==> src/hw/rtl/crcfr_pkg.sv <==
package crcfr_pkg;

  // Byte counter width; it must hold BUF_BYTES itself.
  localparam int CNT_W = 9;
  localparam int BUF_BYTES = 64;

  // Frame layout constants.
  localparam logic [7:0] START_BYTE = 8'd16;
  localparam logic [7:0] END_BYTE = 8'd2;
  localparam logic [7:0] MIN_FRAME = 8'd13;
  localparam logic [CNT_W-1:0] PAYLOAD_POS = CNT_W'(10);

  // CRC-16, reflected form.
  localparam logic [15:0] CRC_INIT = 16'hFFFF;
  localparam logic [15:0] CRC_POLY = 16'hA001;

  // Event codes.
  localparam logic [2:0] EV_CHANGED = 3'd0;
  localparam logic [2:0] EV_BAD_START = 3'd1;
  localparam logic [2:0] EV_BAD_CRC = 3'd2;
  localparam logic [2:0] EV_EMPTY = 3'd3;
  localparam logic [2:0] EV_OVERFLOW = 3'd4;
  localparam logic [2:0] EV_BAD_LENGTH = 3'd5;

  // Result of processing one byte.
  typedef struct packed {
    logic       hit;
    logic [2:0] code;
    logic [7:0] state;
  } res_t;

  // One byte through the reflected CRC, LSB first.
  function automatic logic [15:0] crc_byte(input logic [15:0] crc, input logic [7:0] b);
    logic [15:0] c;
    c = crc ^ {8'h00, b};
    for (int k = 0; k < 8; k++) begin
      if (c[0]) begin
        c = (c >> 1) ^ CRC_POLY;
      end else begin
        c = c >> 1;
      end
    end
    return c;
  endfunction

endpackage

==> src/hw/rtl/crc16_frame_receiver.sv <==
// Byte-stream frame receiver with CRC-16 check (reflected 0xA001, init 0xFFFF).
// Input channel: one received byte per transfer on in_tdata[7:0].
// Output channel: at most one event per byte; out_tuser carries the event code
// (0 state changed, 1 bad start, 2 bad CRC, 3 empty payload, 4 overflow,
// 5 bad length) and out_tdata carries the new state byte for code 0, else 0.
// Frame: start byte 16 at position 0, length L at position 2, the CRC over the
// first L-3 bytes at positions L-3 (high) and L-2 (low), payload from 10 on;
// a byte 2 at count 13 or more triggers the check.
// A taken byte waits in the input register, is then processed into the
// result register, and its event is presented to the output from there.
// Throughput is one byte per cycle while the output is not stalled, set by
// the combinational CRC byte update and frame compare between both registers.
// Reset clears the pipeline and the receiver state (count 0, CRC 0xFFFF).
// When the output is stalled, one byte waits in the input register and
// in_tready drops until the pending event is taken.
module crc16_frame_receiver (
  input  logic       clk,
  input  logic       rst_n,
  input  logic       in_tvalid,
  output logic       in_tready,
  input  logic [7:0] in_tdata,   // [7:0] rx_byte
  output logic       out_tvalid,
  input  logic       out_tready,
  output logic [7:0] out_tdata,  // [7:0] relay_state
  output logic [2:0] out_tuser   // [2:0] event_code
);

  logic       s1_valid_r, s1_valid_nxt;
  logic [7:0] s1_byte_r;
  logic       out_valid_r, out_valid_nxt;
  logic [2:0] out_code_r;
  logic [7:0] out_state_r;
  logic       advance;
  logic       in_xfer;
  crcfr_pkg::res_t res;

  // The input byte is processed once the result register is free.
  assign advance   = s1_valid_r && (!out_valid_r || out_tready);
  assign in_tready = !s1_valid_r || advance;
  assign in_xfer   = in_tvalid && in_tready;

  crcfr_frame u_frame (
    .clk     (clk),
    .rst_n   (rst_n),
    .step    (advance),
    .rx_byte (s1_byte_r),
    .res     (res)
  );

  // Valid flags of the input and result registers.
  always_comb begin
    if (in_xfer) begin
      s1_valid_nxt = 1'b1;
    end else if (advance) begin
      s1_valid_nxt = 1'b0;
    end else begin
      s1_valid_nxt = s1_valid_r;
    end
    if (advance) begin
      out_valid_nxt = res.hit;
    end else if (out_tready) begin
      out_valid_nxt = 1'b0;
    end else begin
      out_valid_nxt = out_valid_r;
    end
  end

  always_ff @(posedge clk) begin
    if (!rst_n) begin
      s1_valid_r  <= 1'b0;
      out_valid_r <= 1'b0;
    end else begin
      s1_valid_r  <= s1_valid_nxt;
      out_valid_r <= out_valid_nxt;
    end
  end

  // Payload registers.
  always_ff @(posedge clk) begin
    if (in_xfer) begin
      s1_byte_r <= in_tdata;
    end
    if (advance) begin
      out_code_r  <= res.code;
      out_state_r <= res.state;
    end
  end

  assign out_tvalid = out_valid_r;
  assign out_tdata  = out_state_r;
  assign out_tuser  = out_code_r;

endmodule

==> src/hw/rtl/crcfr_frame.sv <==
module crcfr_frame (
  input  logic             clk,
  input  logic             rst_n,
  input  logic             step,
  input  logic [7:0]       rx_byte,
  output crcfr_pkg::res_t  res
);

  logic [crcfr_pkg::CNT_W-1:0] count_r, count_nxt;
  logic [7:0]  first_r, first_nxt;
  logic [7:0]  len_r, len_nxt;
  logic [15:0] crc_r, crc_nxt;
  logic [15:0] snap_r, snap_nxt;
  logic [15:0] rcrc_r, rcrc_nxt;
  logic [7:0]  pay_r, pay_nxt;
  logic [7:0]  last_r, last_nxt;

  logic [crcfr_pkg::CNT_W-1:0] pos;
  logic [crcfr_pkg::CNT_W-1:0] cnt_inc;
  logic [crcfr_pkg::CNT_W-1:0] len_m3;
  logic [crcfr_pkg::CNT_W-1:0] len_m2;
  logic [crcfr_pkg::CNT_W-1:0] len_ext;
  logic [15:0] crc_upd;
  logic        end_hit;
  logic        restart;

  assign pos     = count_r;
  assign cnt_inc = pos + crcfr_pkg::CNT_W'(1);
  assign crc_upd = crcfr_pkg::crc_byte(crc_r, rx_byte);

  // Field captures at their positions within the frame (CRC bytes by the length).
  always_comb begin
    first_nxt = (pos == '0) ? rx_byte : first_r;
    len_nxt   = (pos == crcfr_pkg::CNT_W'(2)) ? rx_byte : len_r;
    pay_nxt   = (pos == crcfr_pkg::PAYLOAD_POS) ? rx_byte : pay_r;
    len_ext   = {1'b0, len_nxt};
    len_m3    = len_ext - crcfr_pkg::CNT_W'(3);
    len_m2    = len_ext - crcfr_pkg::CNT_W'(2);
    rcrc_nxt  = rcrc_r;
    if (len_nxt >= 8'd3 && pos == len_m3) begin
      rcrc_nxt[15:8] = rx_byte;
    end
    if (len_nxt >= 8'd2 && pos == len_m2) begin
      rcrc_nxt[7:0] = rx_byte;
    end
    snap_nxt = (len_nxt >= 8'd3 && cnt_inc == len_m3) ? crc_upd : snap_r;
  end

  // Frame checks, in priority order, on the end byte or on overflow.
  always_comb begin
    end_hit   = (cnt_inc >= crcfr_pkg::CNT_W'(crcfr_pkg::MIN_FRAME)) &&
                (rx_byte == crcfr_pkg::END_BYTE);
    restart   = 1'b0;
    last_nxt  = last_r;
    res.hit   = 1'b0;
    res.code  = crcfr_pkg::EV_CHANGED;
    res.state = 8'h00;
    priority if (end_hit && first_nxt != crcfr_pkg::START_BYTE) begin
      res.hit  = 1'b1;
      res.code = crcfr_pkg::EV_BAD_START;
    end else if (end_hit && len_nxt < crcfr_pkg::MIN_FRAME) begin
      res.hit  = 1'b1;
      res.code = crcfr_pkg::EV_BAD_LENGTH;
    end else if (end_hit && cnt_inc >= len_ext) begin
      restart = 1'b1;
      priority if (rcrc_nxt != snap_nxt) begin
        res.hit  = 1'b1;
        res.code = crcfr_pkg::EV_BAD_CRC;
      end else if (len_nxt == crcfr_pkg::MIN_FRAME) begin
        res.hit  = 1'b1;
        res.code = crcfr_pkg::EV_EMPTY;
      end else if (pay_nxt != last_r) begin
        res.hit   = 1'b1;
        res.code  = crcfr_pkg::EV_CHANGED;
        res.state = pay_nxt;
        last_nxt  = pay_nxt;
      end else begin
        restart = 1'b1;
      end
    end else if (cnt_inc >= crcfr_pkg::CNT_W'(crcfr_pkg::BUF_BYTES)) begin
      res.hit  = 1'b1;
      res.code = crcfr_pkg::EV_OVERFLOW;
    end else begin
      restart = 1'b0;
    end
    if (res.hit || restart) begin
      count_nxt = '0;
      crc_nxt   = crcfr_pkg::CRC_INIT;
    end else begin
      count_nxt = cnt_inc;
      crc_nxt   = crc_upd;
    end
  end

  // Receiver state advances once per processed byte.
  always_ff @(posedge clk) begin
    if (!rst_n) begin
      count_r <= '0;
      first_r <= 8'h00;
      len_r   <= 8'h00;
      crc_r   <= crcfr_pkg::CRC_INIT;
      snap_r  <= 16'h0000;
      rcrc_r  <= 16'h0000;
      pay_r   <= 8'h00;
      last_r  <= 8'h00;
    end else if (step) begin
      count_r <= count_nxt;
      first_r <= first_nxt;
      len_r   <= len_nxt;
      crc_r   <= crc_nxt;
      snap_r  <= snap_nxt;
      rcrc_r  <= rcrc_nxt;
      pay_r   <= pay_nxt;
      last_r  <= last_nxt;
    end
  end

endmodule

==> config.mk <==
export PLATFORM = sky130hd
export DESIGN_NAME = crc16_frame_receiver
export DESIGN_NICKNAME = d
export VERILOG_FILES = /design/src/hw/rtl/crcfr_pkg.sv /design/src/hw/rtl/crc16_frame_receiver.sv /design/src/hw/rtl/crcfr_frame.sv
export SDC_FILE = /design/constraint.sdc
export NUM_CORES = 1
export LEC_CHECK = 0
export ABC_AREA = 1
export BUFFER_PORTS_ARGS = -buffer_cell sky130_fd_sc_hd__buf_2
export CAP_MARGIN = 10
export CELL_PAD_IN_SITES_DETAIL_PLACEMENT = 0
export CELL_PAD_IN_SITES_GLOBAL_PLACEMENT = 1
export CORE_AREA = 10 10 185 187
export DETAILED_ROUTE_END_ITERATION = 7
export DIE_AREA = 0 0 195 197
export GPL_TIMING_DRIVEN = 0
export PLACE_DENSITY = 0.52
export SLEW_MARGIN = 5
export SYNTH_ARGS = -nofsm -noshare
export SYNTH_HDL_FRONTEND = slang
export SYNTH_SLANG_ARGS = --single-unit
==> constraint.sdc <==
create_clock -name clk -period 5.7 [get_ports clk]
set_input_delay 0.285 -clock clk [delete_from_list [all_inputs] [get_ports clk]]
set_output_delay 0.285 -clock clk [all_outputs]
set_load 0.01 [all_outputs]
==> results of run 1 <==
[placed cells by master, fill, tap and decap left out, types with 14 or more instances in the layout]
master,instances
o21ai_0,80
inv_1,160
nor2_1,74
buf_2,27
xnor2_1,21
dfxtp_1,91
nand4_1,52
nand2_2,19
nand3_1,85
o211ai_1,17
edfxtp_1,19
ha_1,14
a21oi_1,74
clkbuf_1,33
nand2_1,297
[metal layers]
metal	track usage	wire, um
met2	0.2458	13220
met3	0.01477	558
met5	0	0
met1	0.1865	13510
met4	0.04016	416
[area by class of cell]
cell class	instances	area [sq um]	share of cell area
inverter	172	649.4	0.07667
clock inverter	4	28.78	0.003398
buffer	44	229.0	0.02704
multi-input combinational	809	4272	0.5044
timing repair buffer	25	135.1	0.01596
clock buffer	12	267.8	0.03161
sequential	110	2392	0.2825
tap	396	495.5	0.05850
[logic make-up (layout without fill, tap and decap cells)]
family | after synthesis | count (layout) | synth area share
adder cells (fa/ha/maj) | 14 | 14 | 0.02323
buffers and inverters | 216 | 257 | 0.1165
AND/OR/NAND/NOR | 586 | 586 | 0.3802
flip-flops | 110 | 110 | 0.3172
XOR/XNOR | 29 | 29 | 0.03368
AO/OA/AOI/OAI | 180 | 180 | 0.1292
[registers in the layout, summed over array words and instances, names as in the netlist]
register and cells:
out_tdata 8, u_frame.rcrc_r 16, u_frame.count_r 9, u_frame.last_r 8, u_frame.snap_r 16, u_frame.len_r 8, s1_byte_r 8, s1_valid_r 1
out_tvalid 1, u_frame.pay_r 8, out_tuser 3, u_frame.crc_r 16, u_frame.first_r 8
[metrics by stage]
stage / area (sq um) / total power, mW / util
6_report: 8469 / 2.080 / 0.2783
4_1_cts: 8454 / 2.109 / 0.2778
3_5_place_dp: 8158 / 1.440 / 0.2681
3_3_place_gp: 8158 / 1.442 / 0.2681
5_1_grt: 8469 / 2.202 / 0.2783
2_1_floorplan: 7542 / 1.269 / -
[final timing paths]
| kind | startpoint | endpoint | slack, ns |
|---|---|---|---|
| hold reg to reg | u_frame.crc_r[6] | u_frame.crc_r[6] | 0.49 |
| setup reg to reg | u_frame.count_r[0] | u_frame.last_r[5] | 0.89 |
| setup / recovery | u_frame.count_r[0] | u_frame.last_r[5] | 0.89 |
| hold / removal | in_tdata[6] | s1_byte_r[6] | 0.09 |
[critical path: cells and delay by family (launching register included)]
| kind | cells | cell delay [ns] |
|---|---|---|
| buf+inv | 5 | 0.96 |
| compound gates | 1 | 0.14 |
| flops | 1 | 0.49 |
| fa+ha+maj | 2 | 0.53 |
| simple gates | 20 | 2.56 |
[power by group]
group | leakage (nW) | switching [mW] | internal [mW]
Combinational | 2.97 | 0.402 | 0.160
Sequential | 0.932 | 0.0296 | 0.831
Clock | 0.140 | 0.322 | 0.336
==> impl_metrics.csv, run 1 <==
group,metric,value,unit
synthesis,synth_cell_types,42,
placed_design,finalWeightedCongestion,0.8463,
timing,finalHoldViolations,0,
setup_path,crit_fanout,10,
timing,setup_viol_count_final,0,
synthesis,synthTopCellsByArea,"dfxtp_1 (24%), nand2_1 (15%), inv_1 (8.0%)",
setup_path,crit_path_end_kind,"flop",
synthesis,syn_area,7542,sq um
run_status,outcome,"finished, final reports clean",
drt,routedWlPerCell,17.62,um
floorplan,dieHeight,197,um
synthesis,seq_area_frac_synth,0.3172,
timing,period_share,0.8434,
synthesis,ys_seq_elements,110,
clocking,clockBufferDepth,2,
clocking,cts_made_buffers,9,
synthesis,ys.warnings.count,0,
power,p_leak,4.042,nW
clocking,clock-sinks,110,
clocking,clock_latency,0.37,ns
global_routing,overflow,0,
floorplan,ioPinCount,25,
cells_and_area,drive_gt1_frac,0.1037,
global_routing,grt_pass1_wl,42860,um
clocking,cts_setup_buffers,0,
timing,fmax,0.2080,GHz
placed_design,hpwl,21730,um
global_routing,antenna_found_initial,0,
setup_path,crit_required,5.97,ns
setup_path,critPathArrivalTime,5.07,ns
timing,tightest_slew,0.9356,ns
placed_design,dpl_worst_slack,0.8686,ns
timing,slew_headroom,0.3683,
timing,skew,0.01249,ns
setup_path,r2r_cells,28,
cells_and_area,antenna_cells,0,
synthesis,synth_most_common_cell,"nand2_1",
global_routing,track_usage,0.1433,
floorplan,start_util,0.2479,
clocking,htreeDepth,3,
timing,timing.setup.tns,0,ns
worst_hold_path,hold_depth,1,
drt,first_pass_iters,5,
timing,hold_slack,0.08532,ns
setup_path,worst_path_largest_cell_delay,0.49,ns
floorplan,die_w,195,um
synthesis,ys.flop_type,"dfxtp_1",
clocking,cts-root-buf,"clkbuf_16",
synthesis,synthTopCellsByCount,"nand2_1 (297), inv_1 (160), dfxtp_1 (91), nand3_1 (85), o21ai_0 (80)",
floorplan,die_area,38420,sq um
power,vdd_ir_drop_max,0.0001573,V
flow_run,max-cap-violations,0,
setup_path,start_kind,"flop",
power,powerDensity,245.6,nW/um^2
drt,routed-via-count,7293,
placed_design,numPortBuffers,24,
global_routing,grt_pass1_vias,7144,
clocking,clk_pin_slew,0.08,ns
synthesis,synth-edff-count,19,
drt,drc_errors,0,
synthesis,netlist_instances,1135,
worst_hold_path,hold_class,"in -> reg",
synthesis,syn_avg_cell_area,6.645,sq um
clocking,postCtsHoldBufs,0,
timing,grt_setup_unrepaired,"false",
cells_and_area,area_delta_synth_final,12.29,%
timing,timing.final.ws_setup,0.8929,ns
floorplan,coreArea,30430,sq um
clocking,cts_tree,"done",
drt,drt-initial-drc-count,446,
drt,via_per_inst,4.639,
cells_and_area,fin_nets,1197,
synthesis,yosys.area.top_type,"dfxtp_1",
cells_and_area,n_fill_cell,3456,
drt,wirelength,27710,um
clocking,cts_resized,0,
setup_path,slowest_stage,"dfxtp_1",
synthesis,ys_async_sr_fraction,0,
global_routing,grt_max_degree,21,
setup_path,crit_top_cell,"nand2_1",
synthesis,synth.top_cell.area_share,0.2415,
setup_path,worst-setup-path-type,"reg -> reg",
cells_and_area,fin_cells,1572,
timing,fin_crit,4.807,ns
synthesis,syn_nets,1161,
drt,ant_nets,0,
placed_design,place_inst,1555,
timing,slew_viol_final,0,
floorplan,rows,64,
No activity file was read; power rests on OpenSTA's default activity.
==> run 2: changes to the inputs <==
--- a/config.mk
+++ b/config.mk
@@ -14,7 +14,7 @@
 export DETAILED_ROUTE_END_ITERATION = 7
 export DIE_AREA = 0 0 195 197
 export GPL_TIMING_DRIVEN = 0
-export PLACE_DENSITY = 0.52
+export PLACE_DENSITY = 0.54
 export SLEW_MARGIN = 5
 export SYNTH_ARGS = -nofsm -noshare
 export SYNTH_HDL_FRONTEND = slang
==> constraint.sdc (replaced) <==
create_clock -name clk -period 4.1 [get_ports clk]
set_input_delay 0.205 -clock clk [delete_from_list [all_inputs] [get_ports clk]]
set_output_delay 0.205 -clock clk [all_outputs]
set_load 0.01 [all_outputs]
==> run 2 against run 1 <==
Against the previous run:
- maximum frequency rose by 23%
- sequential power rose by 39%
- largest power group unchanged
- critical endpoint unchanged
- critical path depth rose by 2
- global-route usage barely moved
==> impl_metrics.csv, run 2 (synthesis gave the netlist of run 1 again) <==
group,metric,value,unit
global_routing,grtUsageMet3,0.01578,
clocking,cts_tree,"done",
power,clkPwrFrac,0.335,
timing,setup_viol_count_final,0,
global_routing,overflow,0,
placed_design,place_area,8158,sq um
setup_path,crit_fanout,10,
drt,drt-initial-drc-count,418,
cells_and_area,fin_cells,1628,
setup_path,crit_top_cell,"nand2_1",
run_status,outcome,"finished, final reports clean",
power,powerDensity,330.3,nW/um^2
setup_path,crit_required,4.36,ns
drt,wirelength,28070,um
placed_design,finalWeightedCongestion,0.8186,
clocking,clockBufferDepth,2,
timing,slew_viol_final,0,
floorplan,dieHeight,197,um
worst_hold_path,hold_class,"in -> reg",
clocking,clk_pin_slew,0.08,ns
timing,timing.setup.tns,0,ns
setup_path,slowest_stage,"dfxtp_4",
global_routing,met2_usage,0.2420,
timing,fmax,0.2553,GHz
power,vdd_ir_drop_max,0.0002522,V
cells_and_area,fin_nets,1253,
floorplan,rows,64,
setup_path,critPathArrivalTime,4.18,ns
floorplan,start_util,0.2479,
timing,timing.final.ws_setup,0.1825,ns
timing,grt_setup_unrepaired,"true",
drt,via_per_inst,4.623,
cells_and_area,antenna_cells,0,
global_routing,antenna_found_initial,0,
timing,fin_crit,3.918,ns
clocking,htreeDepth,3,
power,switching_share,0.3522,
global_routing,grt-busiest-layer,"met2",
setup_path,worst-setup-path-type,"reg -> reg",
timing,period_share,0.9555,
drt,first_pass_iters,5,
setup_path,worst_path_largest_cell_delay,0.36,ns
clocking,clock-sinks,110,
placed_design,numPortBuffers,24,
global_routing,track_usage,0.1436,
setup_path,crit_family,"simple AND/OR/NAND/NOR gates",
cells_and_area,final_common_cell,"nand2_1",
setup_path,start_kind,"flop",
floorplan,die_w,195,um
placed_design,hpwl,21170,um
power,comb_power_share,0.279,
setup_path,cp_num_buf_inv,6,
global_routing,use_met1,0.1892,
clocking,clock_latency,0.37,ns
timing,skew,0.01438,ns
setup_path,crit_path_end_kind,"flop",
timing,slew_headroom,0.4092,
cells_and_area,drive_gt1_frac,0.1867,
global_routing,grt_max_degree,21,
floorplan,coreArea,30430,sq um
power,p_leak,4.403,nW
drt,routed-via-count,7526,
timing,tightest_slew,0.8751,ns
floorplan,ioPinCount,25,
cells_and_area,area_delta_synth_final,24.24,%
power,p_seq_frac,0.386,
global_routing,grt_pass1_vias,7207,
cells_and_area,post-route-util,0.3079,
floorplan,die_area,38420,sq um
power,intPower,2.005,mW
placed_design,dpl_worst_slack,-0.6368,ns
cells_and_area,layout_common_cells,"nand2_1 (283), inv_1 (154), dfxtp_1 (85), nand3_1 (79), o21ai_0 (76)",
drt,ant_nets,0,
drt,drc_errors,0,
timing,finalHoldViolations,0,
cells_and_area,top_regs,"u_frame.crc_r (16), u_frame.rcrc_r (16), u_frame.snap_r (16)",
clocking,cts-root-buf,"clkbuf_16",
clocking,cts_made_buffers,9,
global_routing,grt_pass1_wl,43150,um
cells_and_area,final_area,9370,sq um
drt,routedWlPerCell,17.24,um
flow_run,max-cap-violations,0,
placed_design,place_inst,1555,
power,p_switching,1.090,mW
## run 2: worst paths after layout
path	startpoint	slack (ns)	to	depth (start not counted)
min	in_tdata[6]	0.02	s1_byte_r[6]	1
max	u_frame.count_r[0]	0.18	u_frame.last_r[5]	30
max reg2reg	u_frame.count_r[0]	0.18	u_frame.last_r[5]	30
min reg2reg	u_frame.crc_r[13]	0.49	u_frame.crc_r[5]	2
## run 2: timing repair
item | CTS | global route
resized for setup | 43 | 68
setup buffers | 24 | 25
setup endpoints to repair | 39 | 39
hold buffers | 5 | 0
hold endpoints to repair | 5 | 0
pin swaps | 20 | 35
cloned | 2 | 1
## run 2: stage by stage
| stage | power, mW | hold slack, ns |
|---|---|---|
| 6_report | 3.095 | 0.01907 |
| 5_1_grt | 3.276 | 0.0007457 |
| 4_1_cts | 3.095 | 0.00003150 |
| 3_5_place_dp | 1.993 | 0.3838 |
| 3_3_place_gp | 1.998 | 0.3819 |
| 2_1_floorplan | 1.765 | 0.3039 |
## run 2: power groups by stage
stage / Clock [mW] / Combinational (mW) / Sequential, mW
global placement: 0 / 0.777 / 1.22
finish: 1.04 / 0.863 / 1.20
CTS: 1.08 / 0.822 / 1.20
floorplan: 0 / 0.557 / 1.21
global route: 1.11 / 0.966 / 1.20
detailed placement: 0 / 0.772 / 1.22
## run 2: layout make-up
type                            count  area (sq um)
Fill cell                        3383         21060
Buffer                             44         261.5
Multi-Input combinational cell    810          4574
Clock inverter                      6         92.59
Sequential cell                   110          2410
Timing Repair Buffer               80         618.1
Tap cell                          396         495.5
Clock buffer                       10         250.2
Inverter                          172         668.1
## run 2: routing by layer
| layer | up-vias | wire [um] |
|---|---|---|
| li1 | 3885 | - |
| met1 | 3535 | 13590 |
| met2 | 79 | 13410 |
| met3 | 27 | 619 |
| met4 | 0 | 453 |
| met5 | - | 0 |
